<file path="src/pla_pkg.sv">
// Shared constants, codes and types for the positional list array.
`default_nettype none

package pla_pkg;

  localparam int DEPTH      = 16;
  localparam int DATA_WIDTH = 32;
  localparam int IDX_W      = $clog2(DEPTH);
  localparam int CNT_W      = $clog2(DEPTH + 1);
  localparam int POS_W      = 5;
  localparam int VAL_W      = 32;
  localparam int LEN_W      = 5;
  localparam int CMP_W      = ((CNT_W > POS_W) ? CNT_W : POS_W) + 1;

  typedef enum logic [1:0] {
    OP_READ   = 2'd0,
    OP_INSERT = 2'd1,
    OP_REMOVE = 2'd2
  } op_t;

  typedef enum logic [1:0] {
    ST_OK    = 2'd0,
    ST_RANGE = 2'd1,
    ST_FULL  = 2'd2,
    ST_EMPTY = 2'd3
  } status_t;

  typedef enum logic [2:0] {
    S_IDLE,
    S_READ,
    S_SH_RD,
    S_SH_WR,
    S_PUT,
    S_TAKE,
    S_RM_RD,
    S_RM_WR
  } state_t;

  typedef struct packed {
    logic                  we;
    logic [IDX_W-1:0]      waddr;
    logic [DATA_WIDTH-1:0] wdata;
    logic                  re;
    logic [IDX_W-1:0]      raddr;
  } mem_req_t;

  typedef struct packed {
    status_t          status;
    logic             is_empty;
    logic [LEN_W-1:0] length;
    logic [VAL_W-1:0] value;
  } res_t;

endpackage

`default_nettype wire

</file>
<file path="src/pla_mem.sv">
// Entry store: one write port and one registered read port.
`default_nettype none

module pla_mem (
  input  wire                                  clk,
  input  wire pla_pkg::mem_req_t               req,
  output logic [pla_pkg::DATA_WIDTH-1:0]       rdata
);

  logic [pla_pkg::DATA_WIDTH-1:0] mem [pla_pkg::DEPTH];

  always_ff @(posedge clk) begin
    if (req.we) begin
      mem[req.waddr] <= req.wdata;
    end
    if (req.re) begin
      rdata <= mem[req.raddr];
    end
  end

endmodule

`default_nettype wire

</file>
<file path="src/pla_ctrl.sv">
// Sequencer: checks each operation and walks the shift one entry at a time.
`default_nettype none

module pla_ctrl (
  input  wire                                  clk,
  input  wire                                  rst,
  input  wire                                  in_valid,
  output logic                                 in_ready,
  input  wire  [1:0]                           in_op,
  input  wire  [pla_pkg::POS_W-1:0]            in_pos,
  input  wire  [pla_pkg::VAL_W-1:0]            in_word,
  input  wire                                  out_free,
  output logic                                 done,
  output pla_pkg::res_t                        res,
  output pla_pkg::mem_req_t                    mem,
  input  wire  [pla_pkg::DATA_WIDTH-1:0]       rdata
);

  pla_pkg::state_t                state, state_next;
  logic [pla_pkg::CNT_W-1:0]      cnt, cnt_next;
  logic [pla_pkg::IDX_W-1:0]      cur, cur_next;
  logic [pla_pkg::IDX_W-1:0]      pidx, pidx_next;
  logic [pla_pkg::DATA_WIDTH-1:0] word, word_next;
  logic [pla_pkg::DATA_WIDTH-1:0] taken, taken_next;

  logic                           accept;
  logic [pla_pkg::CMP_W-1:0]      pos_ext, cnt_ext;
  logic                           read_bad, ins_bad;
  logic [pla_pkg::IDX_W-1:0]      in_pidx;
  logic [pla_pkg::DATA_WIDTH-1:0] res_value;
  logic [pla_pkg::CNT_W-1:0]      res_len;
  pla_pkg::status_t               res_status;

  assign in_ready = (state == pla_pkg::S_IDLE) && out_free;
  assign accept   = in_valid && in_ready;
  assign pos_ext  = pla_pkg::CMP_W'(in_pos);
  assign cnt_ext  = pla_pkg::CMP_W'(cnt);
  assign read_bad = (in_pos == '0) || (pos_ext > cnt_ext);
  assign ins_bad  = (in_pos == '0) || (pos_ext > cnt_ext + pla_pkg::CMP_W'(1));
  assign in_pidx  = pla_pkg::IDX_W'(pos_ext - pla_pkg::CMP_W'(1));

  assign res.value    = pla_pkg::VAL_W'(res_value);
  assign res.length   = pla_pkg::LEN_W'(res_len);
  assign res.is_empty = (res_len == '0);
  assign res.status   = res_status;

  always_ff @(posedge clk) begin
    if (rst) begin
      state <= pla_pkg::S_IDLE;
      cnt   <= '0;
    end else begin
      state <= state_next;
      cnt   <= cnt_next;
    end
  end

  always_ff @(posedge clk) begin
    cur   <= cur_next;
    pidx  <= pidx_next;
    word  <= word_next;
    taken <= taken_next;
  end

  always_comb begin
    state_next = state;
    cnt_next   = cnt;
    cur_next   = cur;
    pidx_next  = pidx;
    word_next  = word;
    taken_next = taken;
    done       = 1'b0;
    res_value  = '0;
    res_len    = cnt;
    res_status = pla_pkg::ST_OK;
    mem        = '0;
    unique case (state)
      pla_pkg::S_IDLE: begin
        if (accept) begin
          case (in_op)
            pla_pkg::OP_READ: begin
              if (read_bad) begin
                done       = 1'b1;
                res_status = pla_pkg::ST_RANGE;
              end else begin
                mem.re     = 1'b1;
                mem.raddr  = in_pidx;
                state_next = pla_pkg::S_READ;
              end
            end
            pla_pkg::OP_INSERT: begin
              if (cnt == pla_pkg::CNT_W'(pla_pkg::DEPTH)) begin
                done       = 1'b1;
                res_status = pla_pkg::ST_FULL;
              end else if (ins_bad) begin
                done       = 1'b1;
                res_status = pla_pkg::ST_RANGE;
              end else begin
                pidx_next = in_pidx;
                word_next = pla_pkg::DATA_WIDTH'(in_word);
                cur_next  = pla_pkg::IDX_W'(cnt);
                // appending at the end needs no shift
                if (pos_ext == cnt_ext + pla_pkg::CMP_W'(1)) begin
                  state_next = pla_pkg::S_PUT;
                end else begin
                  state_next = pla_pkg::S_SH_RD;
                end
              end
            end
            pla_pkg::OP_REMOVE: begin
              if (cnt == '0) begin
                done       = 1'b1;
                res_status = pla_pkg::ST_EMPTY;
              end else if (read_bad) begin
                done       = 1'b1;
                res_status = pla_pkg::ST_RANGE;
              end else begin
                mem.re     = 1'b1;
                mem.raddr  = in_pidx;
                pidx_next  = in_pidx;
                state_next = pla_pkg::S_TAKE;
              end
            end
            default: begin
              done       = 1'b1;
              res_status = pla_pkg::ST_RANGE;
            end
          endcase
        end
      end
      pla_pkg::S_READ: begin
        done       = 1'b1;
        res_value  = rdata;
        state_next = pla_pkg::S_IDLE;
      end
      pla_pkg::S_SH_RD: begin
        mem.re     = 1'b1;
        mem.raddr  = cur - pla_pkg::IDX_W'(1);
        state_next = pla_pkg::S_SH_WR;
      end
      pla_pkg::S_SH_WR: begin
        mem.we    = 1'b1;
        mem.waddr = cur;
        mem.wdata = rdata;
        cur_next  = cur - pla_pkg::IDX_W'(1);
        if (cur - pla_pkg::IDX_W'(1) == pidx) begin
          state_next = pla_pkg::S_PUT;
        end else begin
          state_next = pla_pkg::S_SH_RD;
        end
      end
      pla_pkg::S_PUT: begin
        mem.we     = 1'b1;
        mem.waddr  = pidx;
        mem.wdata  = word;
        cnt_next   = cnt + pla_pkg::CNT_W'(1);
        done       = 1'b1;
        res_len    = cnt + pla_pkg::CNT_W'(1);
        state_next = pla_pkg::S_IDLE;
      end
      pla_pkg::S_TAKE: begin
        taken_next = rdata;
        if (pla_pkg::CNT_W'(pidx) + pla_pkg::CNT_W'(1) == cnt) begin
          // removed the last entry: nothing to close up
          cnt_next   = cnt - pla_pkg::CNT_W'(1);
          done       = 1'b1;
          res_value  = rdata;
          res_len    = cnt - pla_pkg::CNT_W'(1);
          state_next = pla_pkg::S_IDLE;
        end else begin
          cur_next   = pidx + pla_pkg::IDX_W'(1);
          state_next = pla_pkg::S_RM_RD;
        end
      end
      pla_pkg::S_RM_RD: begin
        mem.re     = 1'b1;
        mem.raddr  = cur;
        state_next = pla_pkg::S_RM_WR;
      end
      pla_pkg::S_RM_WR: begin
        mem.we    = 1'b1;
        mem.waddr = cur - pla_pkg::IDX_W'(1);
        mem.wdata = rdata;
        if (pla_pkg::CNT_W'(cur) + pla_pkg::CNT_W'(1) == cnt) begin
          cnt_next   = cnt - pla_pkg::CNT_W'(1);
          done       = 1'b1;
          res_value  = taken;
          res_len    = cnt - pla_pkg::CNT_W'(1);
          state_next = pla_pkg::S_IDLE;
        end else begin
          cur_next   = cur + pla_pkg::IDX_W'(1);
          state_next = pla_pkg::S_RM_RD;
        end
      end
      default: begin
        state_next = pla_pkg::S_IDLE;
      end
    endcase
  end

endmodule

`default_nettype wire

</file>
<file path="src/positional_list_array.sv">
// Positional list array: top level with stream ports and the result register.
// The sequencer takes one item at a time: the next item is taken once it is
// idle and the result register is free. An insert or remove shifts the entries
// one at a time, each read from the registered read port of the entry store
// and then written one place over. Reset (rst, synchronous) empties the list
// and drops any pending result; entry contents are not cleared.
`default_nettype none

module positional_list_array (
  input  wire         clk,
  input  wire         rst,
  input  wire         s_tvalid,
  output logic        s_tready,
  // s_tdata fields from bit 0: op[1:0], position[6:2], write_value[38:7], zero pad[39]
  input  wire  [39:0] s_tdata,
  output logic        m_tvalid,
  input  wire         m_tready,
  // m_tdata fields from bit 0: read_value[31:0], length[36:32], is_empty[37],
  // status[39:38]
  output logic [39:0] m_tdata
);

  logic                           done;
  logic                           out_free;
  pla_pkg::res_t                  res;
  pla_pkg::res_t                  out_res;
  pla_pkg::mem_req_t              mem_req;
  logic [pla_pkg::DATA_WIDTH-1:0] rdata;

  // the result register frees up in the same cycle it is taken
  assign out_free = !m_tvalid || m_tready;

  pla_ctrl u_ctrl (
    .clk      (clk),
    .rst      (rst),
    .in_valid (s_tvalid),
    .in_ready (s_tready),
    .in_op    (s_tdata[1:0]),
    .in_pos   (s_tdata[6:2]),
    .in_word  (s_tdata[38:7]),
    .out_free (out_free),
    .done     (done),
    .res      (res),
    .mem      (mem_req),
    .rdata    (rdata)
  );

  pla_mem u_mem (
    .clk   (clk),
    .req   (mem_req),
    .rdata (rdata)
  );

  // hold the result until the sink takes it
  always_ff @(posedge clk) begin
    if (rst) begin
      m_tvalid <= 1'b0;
    end else if (done) begin
      m_tvalid <= 1'b1;
    end else if (m_tready) begin
      m_tvalid <= 1'b0;
    end
  end

  always_ff @(posedge clk) begin
    if (done) begin
      out_res <= res;
    end
  end

  assign m_tdata = {out_res.status, out_res.is_empty, out_res.length, out_res.value};

endmodule

`default_nettype wire

</file>
<file path="config.mk">
export PLATFORM = sky130hd
export DESIGN_NAME = positional_list_array
export DESIGN_NICKNAME = d
export VERILOG_FILES = /design/src/pla_pkg.sv /design/src/pla_mem.sv /design/src/pla_ctrl.sv /design/src/positional_list_array.sv
export SDC_FILE = /design/constraint.sdc
export NUM_CORES = 1
export LEC_CHECK = 0
export BUFFER_PORTS_ARGS = -buffer_cell sky130_fd_sc_hd__buf_4
export CORE_ASPECT_RATIO = 0.7
export CORE_MARGIN = 2
export CORE_UTILIZATION = 55
export CTS_BUF_LIST = sky130_fd_sc_hd__clkbuf_4
export CTS_CLUSTER_DIAMETER = 40
export DETAILED_ROUTE_END_ITERATION = 8
export PLACE_DENSITY_LB_ADDON = 0.2
export SLEW_MARGIN = 0
export SYNTH_ARGS = -nofsm -noshare
export SYNTH_HDL_FRONTEND = slang
export SYNTH_SLANG_ARGS = --single-unit
</file>
<file path="constraint.sdc">
create_clock -name clk -period 11.7 [get_ports clk]
set_input_delay 0.585 -clock clk [delete_from_list [all_inputs] [get_ports clk]]
set_output_delay 0.585 -clock clk [all_outputs]
set_load 0.005 [all_outputs]
</file>
# Yosys cells after proc, flatten, opt, wreduce, memory -nomap -nowiden
# Memory sizes are Yosys's and may differ from the RTL's. A register that Yosys moved wholly into a read port is not among the register bits.
# Cells that the tools add are included.
# classes
n_eq_ne,30
div,0
n_mux,54
n_shift,0
add_sub_neg,9
n_reduce_logical,20
order_cmp,2
bitwise_logic,2
mul,0
# ops
cell,n
$pmux 37 s3,1
$pmux 32 s3,1
$mux 32,2
$mux 4,10
$mux 3,10
$pmux 5 s3,2
$mux 5,5
$pmux 3 s7,1
$reduce_and 7->1,3
$ne 2x2->1 const B,9
$pmux 4 s4,1
$logic_not 5->1,3
$ne 3x3->1 const B,5
$mux 1,13
$eq 3x3->1 const B,4
$add 4x1->5 const B,2
$eq 5x5->1,2
$pmux 5 s2,1
$pmux 3 s3,1
$add 4x1->4 const B,2
$pmux 4 s2,1
$sub 4x1->4 const B,2
$add 5x1->6 const B,1
$eq 3x2->1 const B,2
27 further kinds,33
# totals
n_memories,1
wordCells,129
in_bits,44
mem_bits_ro,0
reg_bits,121
latch_bits,0
mem_bits_rw,512
# memory_table
name,depth,word_bits,rd,rd_clocked_by_memory_dff,write_ports,line_no,text
u_mem.mem,16,32,1,1,1,pla_mem.sv:10,logic [pla_pkg::DATA_WIDTH-1:0] mem [pla_pkg::DEPTH];

# Depth between registers and ports, before layout
# Gate-level depths: netlist of run 1.
# logic_depth
depth_word,9
depth_mapped,14

# Modules after synthesis
# Synthesis of run 1 repeated with hierarchy kept, for this count alone.
# hier_totals
cells_unflattened,1306
hier_area_um2,26187.6
# modules_own_cells
module,area_per_inst_um2,cells_per_inst,seq_area_each_um2,instances
pla_mem,20155.6,838,16335.7,1
pla_ctrl,4784.6,424,2322.2,1
positional_list_array,1247.4,44,1221.2,1

# Worst setup path after synthesis of run 1
# No wires, ideal clock.
# synth_path
path_kind,register to register
start,register u_ctrl.cnt[0] (netlist bit)
end,register u_ctrl.cur[0] (netlist bit) (enable)
n_path_buf,1
synth_period_minus_slack_ps,5774
path_slack_ps,5926
path_stages_with_launch,12
arrival_ps,5433
required_time_ps,11359
cell_sequence,dfxtp_1 -> clkbuf_1 -> inv_1 -> ha_1 -> inv_1 -> ha_1 -> nor2b_1 -> o21ai_0 -> a211oi_1 -> nor4_1 -> inv_1 -> a21oi_1
# synth_via
elab_chain_cells,5
elab_cells_between_ends,11
cone_classes,add/sub (1); order compare (1); eq/ne (7); reduce/logical (2)
# synth_lines
element,line_no,text
from (decl),pla_ctrl.sv:20,"logic [pla_pkg::CNT_W-1:0] cnt, cnt_next;"
from (signal assigned),pla_ctrl.sv:53,cnt <= cnt_next;
$add 5x1->6,pla_ctrl.sv:39,assign ins_bad = (in_pos == '0) || (pos_ext > cnt_ext + pla_pkg::CMP_W'(1));
$gt 5x6->1,pla_ctrl.sv:39,
$logic_or 1x1->1,pla_ctrl.sv:39,
$ne 2x2->1 (no line),n/a,
$reduce_and 7->1 (no line) *,n/a,
to (signal assigned),pla_ctrl.sv:58,cur <= cur_next;
to (decl),pla_ctrl.sv:21,"logic [pla_pkg::IDX_W-1:0] cur, cur_next;"
# Mark *: on every way between the ends. The rest lies on a longest branch, timed or not.
# A chain may end at the register's enable or synchronous reset.

# Final worst setup path of run 1
# layout_path
start,register u_ctrl.cnt[4] (netlist bit)
end,"register u_mem.rdata[8] (netlist bit), read port of u_mem.mem, data pin"
# layout_via
elab_chain_cells,7
elab_cells_between_ends,8
cone_classes,order compare (1); mux (5); reduce/logical (2)
# layout_lines
element,line_no,text
$gt 5x5->1,pla_ctrl.sv:38,assign read_bad = (in_pos == '0) || (pos_ext > cnt_ext);
$logic_or 1x1->1,pla_ctrl.sv:38,
$mux 5,"pla_ctrl.sv:81, pla_ctrl.sv:113",
$mux 5,pla_ctrl.sv:110,if (cnt == '0) begin
$pmux 5 s2 *,pla_ctrl.sv:79,case (in_op)
$mux 5 *,pla_ctrl.sv:78,if (accept) begin
$pmux 5 s3 *,pla_ctrl.sv:76,unique case (state)
to (decl),pla_mem.sv:7,output logic [pla_pkg::DATA_WIDTH-1:0] rdata
# Marks and branches as above.

==> results of run 1 <==
[logic make-up after synthesis]
| kind of cell | count (synthesis) |
|---|---|
| and+or+nand+nor | 613 |
| AOI/OAI and AO/OA | 456 |
| adders and majority gates | 24 |
| DFF | 665 |
| xor gates and xnor gates | 30 |
| buffers and inverters | 153 |
| muxes | 4 |
[power breakdown]
| group | total, mW | internal [mW] | switching (mW) |
|---|---|---|---|
| Combinational | 0.220 | 0.0908 | 0.129 |
| Sequential | 2.65 | 2.63 | 0.0161 |
| Clock | 1.81 | 0.941 | 0.873 |
| Total | 4.68 | 3.67 | 1.02 |
[state kept, by name, indices dropped and copies added (netlist names)]
name and count:
m_tdata 40, m_tvalid 1, u_mem.mem 512, u_ctrl.taken 32
u_mem.rdata 32, u_ctrl.state 3, u_ctrl.pidx 4, u_ctrl.word 32
u_ctrl.cnt 5, u_ctrl.cur 4
[synth_stat cells, types with 2 or more instances]
library cell  count  area [sq um]
nand4_1           5          31.3
a31oi_1           5          31.3
edfxtp_1        656         19700
nor2b_1           5          31.3
nor4_1            5          31.3
nand2b_1          4          25.0
a22o_1           69           604
a32oi_1          66           578
buf_4             8          60.1
o21ai_0          13          65.1
a22oi_1          66           495
o21a_1            6          45.0
a2111oi_0         2          17.5
o211ai_1          2          15.0
clkbuf_1         46           173
ha_1             24           300
a21oi_1         201          1010
dfxtp_1           9           180
xor2_1            8          70.1
buf_2            77           385
nor2_1           45           169
and2_1            5          31.3
and3_1            6          37.5
mux2i_1           3          30.0
nand3_1          72           360
inv_1            21          78.8
nor3_1            9          45.0
xnor2_1          21           184
a32o_1            4          40.0
nand2_1         450          1690
[critical path: stages, from the launching register on]
cell and delay (ns):
dfxtp_1 0.62, inv_1 0.28, ha_1 0.38, nand4_1 0.12, o221a_2 0.30, o21ba_2 0.27, a31oi_4 0.16, buf_4 0.71
buf_4 0.90, a32oi_1 0.25, a22oi_1 0.28, nand2_1 0.08
[cell type report]
| class | count | share of cell area [%] |
|---|---|---|
| Sequential cell | 665 | 65.4 |
| Multi-Input combinational cell | 1127 | 21.2 |
| Clock buffer | 218 | 5.39 |
| Timing Repair Buffer | 154 | 4.17 |
| Tap cell | 655 | 2.70 |
| Clock inverter | 38 | 0.865 |
| Inverter | 22 | 0.272 |
| Antenna cell | 1 | 0.00824 |
[per-stage QoR]
| step | setup WS, ns | cells |
|---|---|---|
| 6_report | 7.00 | 2880 |
| 5_1_grt | 6.78 | 2880 |
| 4_1_cts | 7.10 | 2879 |
| 3_5_place_dp | 7.00 | 2589 |
| 3_3_place_gp | 7.06 | 2589 |
| 2_1_floorplan | 5.93 | 1945 |
[per-layer routing]
metal	vias to the layer above	track usage, %	part of all wire (%)	wire length (um)
met4	0	8.12	1.8	1170
met2	744	37.3	46	29200
met1	8464	37.4	44	27800
met3	85	5.61	8.2	5220
li1	7775	-	-	-
met5	-	0	0	0
[what timing repair did]
action / 4_1_cts / 5_1_grt
endpoints found under the hold margin: 39 / 0
resized for setup: 0 / 0
hold buffers: 34 / 0
setup endpoints to repair: 0 / 0
[final timing paths]
| path | cells after the start | endpoint | start |
|---|---|---|---|
| hold / removal | 2 | u_ctrl.pidx[3] | s_tdata[5] |
| setup / recovery | 11 | u_mem.rdata[8] | u_ctrl.cnt[4] |
| hold reg to reg | 0 | u_ctrl.taken[19] | u_mem.rdata[19] |
| setup reg to reg | 11 | u_mem.rdata[8] | u_ctrl.cnt[4] |
==> results.ini, run 1 <==
[status]
status=finished clean

[floorplan]
die_height_um=189
coreArea_sq_mm=0.0480
io_pins=86
rows=67
dieArea_sq_mm=0.0506
die_w_um=268
initial_core_util_pct=55.9

[worst_setup_path]
crit_fanout=96
required_ns=12.30
crit_path_end_kind=flip-flop
r2r_slack_ns=7.00
critPathLaunchType=flip-flop
critPathArrivalTime_ns=5.30
worst-setup-path-type=reg -> reg

[finish]
fillCellCount=3558
utilization_pct=63.2
regArea_sq_mm=0.0199
stdcell_area_sq_mm=0.0304
multiInputGateArea_sq_mm=0.00643
syn_to_final_growth_pct=13.2
mostFrequentLayoutCells=656 x edfxtp_1, 449 x nand2_1, 218 x clkbuf_4, 201 x a21oi_1, 118 x buf_4
drive_gt1_share_pct=17.6
num-nets-final=2195
layout_commonest_cell=edfxtp_1

[logic_synthesis]
synthesis.area_sq_mm=0.0268
async_reset_ff_share_pct=0
synth_top_family_by_area=compound AO/OA/AOI/OAI gates
synthDistinctLibCells=62
synth-xor-area-share_pct=1.01
synth_edf_count=656
synth-simple-area-share_pct=9.37
synth_nets=2013
avgSynthCellArea_sq_um=13.8
yosys_warnings=0
synthAdderAreaFrac_pct=1.12
synth_seq_cells=665
ys_seq_area_share_pct=74.1
synth_mux_area_share_pct=0.154
netlist_instances=1945
synth-compound-area-share_pct=11.6
synth-main-ff-cell=edfxtp_1

[timing]
fmax_ghz=0.213
hold_viol=0
hold_slack_ns=0.114
max_slew_margin_pct=29.8
grt_setup_unrepaired=false
maxSlewViolCount=0
period_minus_slack_ns=4.70
tightest_slew_ns=1.05
final.setup.tns_ns=0
finalClockSkew_ns=0.0407
setup_viol=0
post-route-period-util_pct=40.2

[detailed_routing]
drtIter0Drc=1945
firstDrtPassIters=6
antenna_left=0
num_vias=17068
avgViaCountPerCell=5.93
wl_um=63300
drc_errors=0
routedWlPerCell_um=22.0

[clock_network]
clock-sinks=665
cts_buffers=157
clock_insertion_delay_worst_skew_ns=0.88
clk_pin_slew_ns=0.06
cts-root-buf=clkbuf_4
cts.path.max_buffers=3
postCtsSetupRepairBufs=0
htreeDepth=4
cts_tree=built

[place]
dp_hpwl_um=31600
port-buffer-count=84
gp_congestion=0.832
place_area_sq_mm=0.0281

[grt]
grt_max_degree=189
grt_pass1_wl_um=95500
grt-ovfl-total=0
antenna_found_initial=1
grt_util_all_layers_pct=25.2
grt_pass1_vias=16358

[power_and_ir_drop]
p_total_mw=4.68
power-per-cell-area_mw_per_mm2=154
vdd_ir_drop_max_v=0.000116
p_leak_nw=9.93

[flow_run]
drv_cap=0

[hold_path]
min_path_type=in -> reg

Power figures use the tool's default switching activity.
==> inputs of run 2 (changes only) <==
Clock period 11.7 ns to 4.37 ns, I/O delays scaled along.
==> run 2 against run 1 <==
Net effect: register-to-register slack lost 6.5 ns; worst setup slack worse by 6.5 ns; first-iteration DRC count fell by 3.8%; count of clock-buffer cells in the layout grew 12; routed wire length grew 2.9%; via count grew 2.3%; sequential power increased to 2.7 times the previous value; critical endpoint is now u_mem.rdata[5]; largest power group unchanged.
==> results.ini, run 2 (synthesized netlist as in run 1, its figures left out) <==
[floorplan]
initial_core_util_pct=55.9  ; unchanged
io_pins=86  ; unchanged
die_w_um=268  ; unchanged
die_height_um=189  ; unchanged
coreArea_sq_mm=0.0480  ; unchanged
dieArea_sq_mm=0.0506  ; unchanged
rows=67  ; unchanged

[finish]
num-nets-final=2253  ; +2.6%
drive_gt1_share_pct=18.6  ; +1.0 points
syn_to_final_growth_pct=16.6
stdcell_count=2956  ; +2.6%
fillCellCount=3517  ; -1.2%
regMostFlops=u_mem.mem
layout_commonest_cell=edfxtp_1
largest_reg_flops=512  ; unchanged
mostFrequentLayoutCells=656 x edfxtp_1, 449 x nand2_1, 230 x clkbuf_4, 201 x a21oi_1, 124 x buf_4

[clock_network]
clk_pin_slew_ns=0.06  ; about the same
cts_buffers=157  ; unchanged
clock_insertion_delay_worst_skew_ns=0.89  ; about the same
cts_tree=built
clock-sinks=665  ; unchanged
cts-root-buf=clkbuf_4
postCtsSetupRepairBufs=0  ; unchanged
cts.path.max_buffers=3  ; unchanged
htreeDepth=4  ; unchanged

[detailed_routing]
wl_um=65200  ; +2.9%
avgViaCountPerCell=5.91  ; -0.30%
drtIter0Drc=1871  ; -3.8%
firstDrtPassIters=6  ; unchanged
num_vias=17465  ; +2.3%
routedWlPerCell_um=22.0  ; +0.26%
drc_errors=0  ; unchanged
antenna_left=0  ; unchanged

[place]
port-buffer-count=84  ; unchanged
dpl.cell_count=2611  ; +0.85%
gp_congestion=0.805  ; -3.2%
post-place-ws_ns=0.517  ; -6.49 ns
dp_hpwl_um=34400  ; +8.8%

[grt]
grt-ovfl-total=0  ; unchanged
grt_pass1_wl_um=97700  ; +2.3%
antenna_found_initial=1  ; unchanged
grt_pass1_vias=16533  ; +1.1%
grt_util_all_layers_pct=26.0  ; +0.78 points
grt_max_degree=111  ; -41%

[flow_run]
drv_cap=0  ; unchanged

[power_and_ir_drop]
vdd_ir_drop_max_v=0.000258  ; +120%
p_leak_nw=10.3  ; +4.2%
p_total_mw=12.9  ; +180%
power-per-cell-area_mw_per_mm2=413  ; +170%

[timing]
final.setup.tns_ns=0  ; unchanged
finalClockSkew_ns=0.0546  ; +0.0138 ns
fmax_ghz=0.262  ; +23%
setup_slack_ns=0.547  ; -6.45 ns
hold_slack_ns=0.0694  ; -0.0443 ns
max_slew_margin_pct=48.0  ; +18 points
grt_setup_unrepaired=false
post-route-period-util_pct=87.5  ; +47 points
tightest_slew_ns=0.780  ; -0.273 ns
hold_viol=0  ; unchanged
setup_viol=0  ; unchanged
period_minus_slack_ns=3.82  ; -0.877 ns
maxSlewViolCount=0  ; unchanged

[worst_setup_path]
required_ns=5.12  ; -7.18 ns
worst-setup-path-type=reg -> reg
critPathLaunchType=flip-flop
critPathArrivalTime_ns=4.57  ; -0.73 ns
crit_path_end_kind=flip-flop
crit_fanout=72  ; -25%

[hold_path]
min_path_type=in -> reg

[status]
status=finished clean

-- run 2: cell types whose count changed in the layout (fill, tap and decap cells not counted), moves of 3 or more --
| cell | delta |
|---|---|
| dlygate4sd3_1 | +36 |
| clkbuf_4 | +12 |
| buf_12 | +16 |
| clkinv_1 | +3 |
| buf_4 | +6 |
| inv_2 | -3 |
-- run 2: per-layer routing --
metal | track usage, % | vias to the layer above | wire [um]
li1 | - | 7922 | -
met1 | 38.0 | 8610 | 28700
met2 | 38.5 | 813 | 29400
met3 | 5.46 | 120 | 5390
met4 | 9.93 | 0 | 1610
met5 | 0 | - | 0
-- run 2: path summary, 6_finish.rpt --
path | startpoint | end | slack [ns] | depth (start not counted)
max reg2reg | u_ctrl.cnt[2] | u_mem.rdata[5] | 0.55 | 11
min | s_tdata[31] | u_ctrl.word[24] | 0.07 | 2
max | u_ctrl.cnt[2] | u_mem.rdata[5] | 0.55 | 11
min reg2reg | u_mem.rdata[14] | u_ctrl.taken[14] | 0.47 | 0
-- run 2: metrics by stage --
step,instance area [sq um],util [%]
6_report,31300,65.1
5_1_grt,31300,65.1
4_1_cts,31300,65.1
3_5_place_dp,28500,59.3
3_3_place_gp,28500,59.3
2_1_floorplan,26800,-
-- run 2: power by group --
| group | switching, mW | leakage (nW) | internal, mW |
|---|---|---|---|
| Clock | 2.41 | 1.21 | 2.77 |
| Combinational | 0.364 | 3.53 | 0.276 |
| Sequential | 0.0448 | 5.60 | 7.05 |
| Total | 2.82 | 10.3 | 10.1 |
-- run 2: layout make-up --
| cell class | instances | area [sq um] | area share, % |
|---|---|---|---|
| repair buffers | 212 | 1990 | 6.37 |
| flip-flops and latches | 665 | 19900 | 63.5 |
| clock inverters | 44 | 355 | 1.14 |
| multi-input cells | 1127 | 6430 | 20.6 |
| well taps | 655 | 820 | 2.62 |
| diodes | 1 | 2.50 | 0.00800 |
| inverters | 22 | 82.6 | 0.264 |
| clock buffers | 230 | 1730 | 5.52 |
-- run 2: worst max-delay path, stage by stage (launching register included) --
cell      delay [ns]
dfxtp_1         0.71
inv_1           0.09
ha_1            0.31
a21oi_1         0.15
o221a_2         0.23
o21bai_1        0.24
o31ai_4         0.67
buf_4           0.71
nand2_1         0.13
a32oi_1         0.23
a22oi_1         0.09
nand2_1         0.08
-- run 2: repair_timing --
| action | in CTS | in global routing |
|---|---|---|
| gates resized for setup | 0 | 0 |
| hold buffers | 70 | 0 |
| endpoints found under the hold margin | 52 | 0 |
| setup endpoints to repair | 0 | 0 |
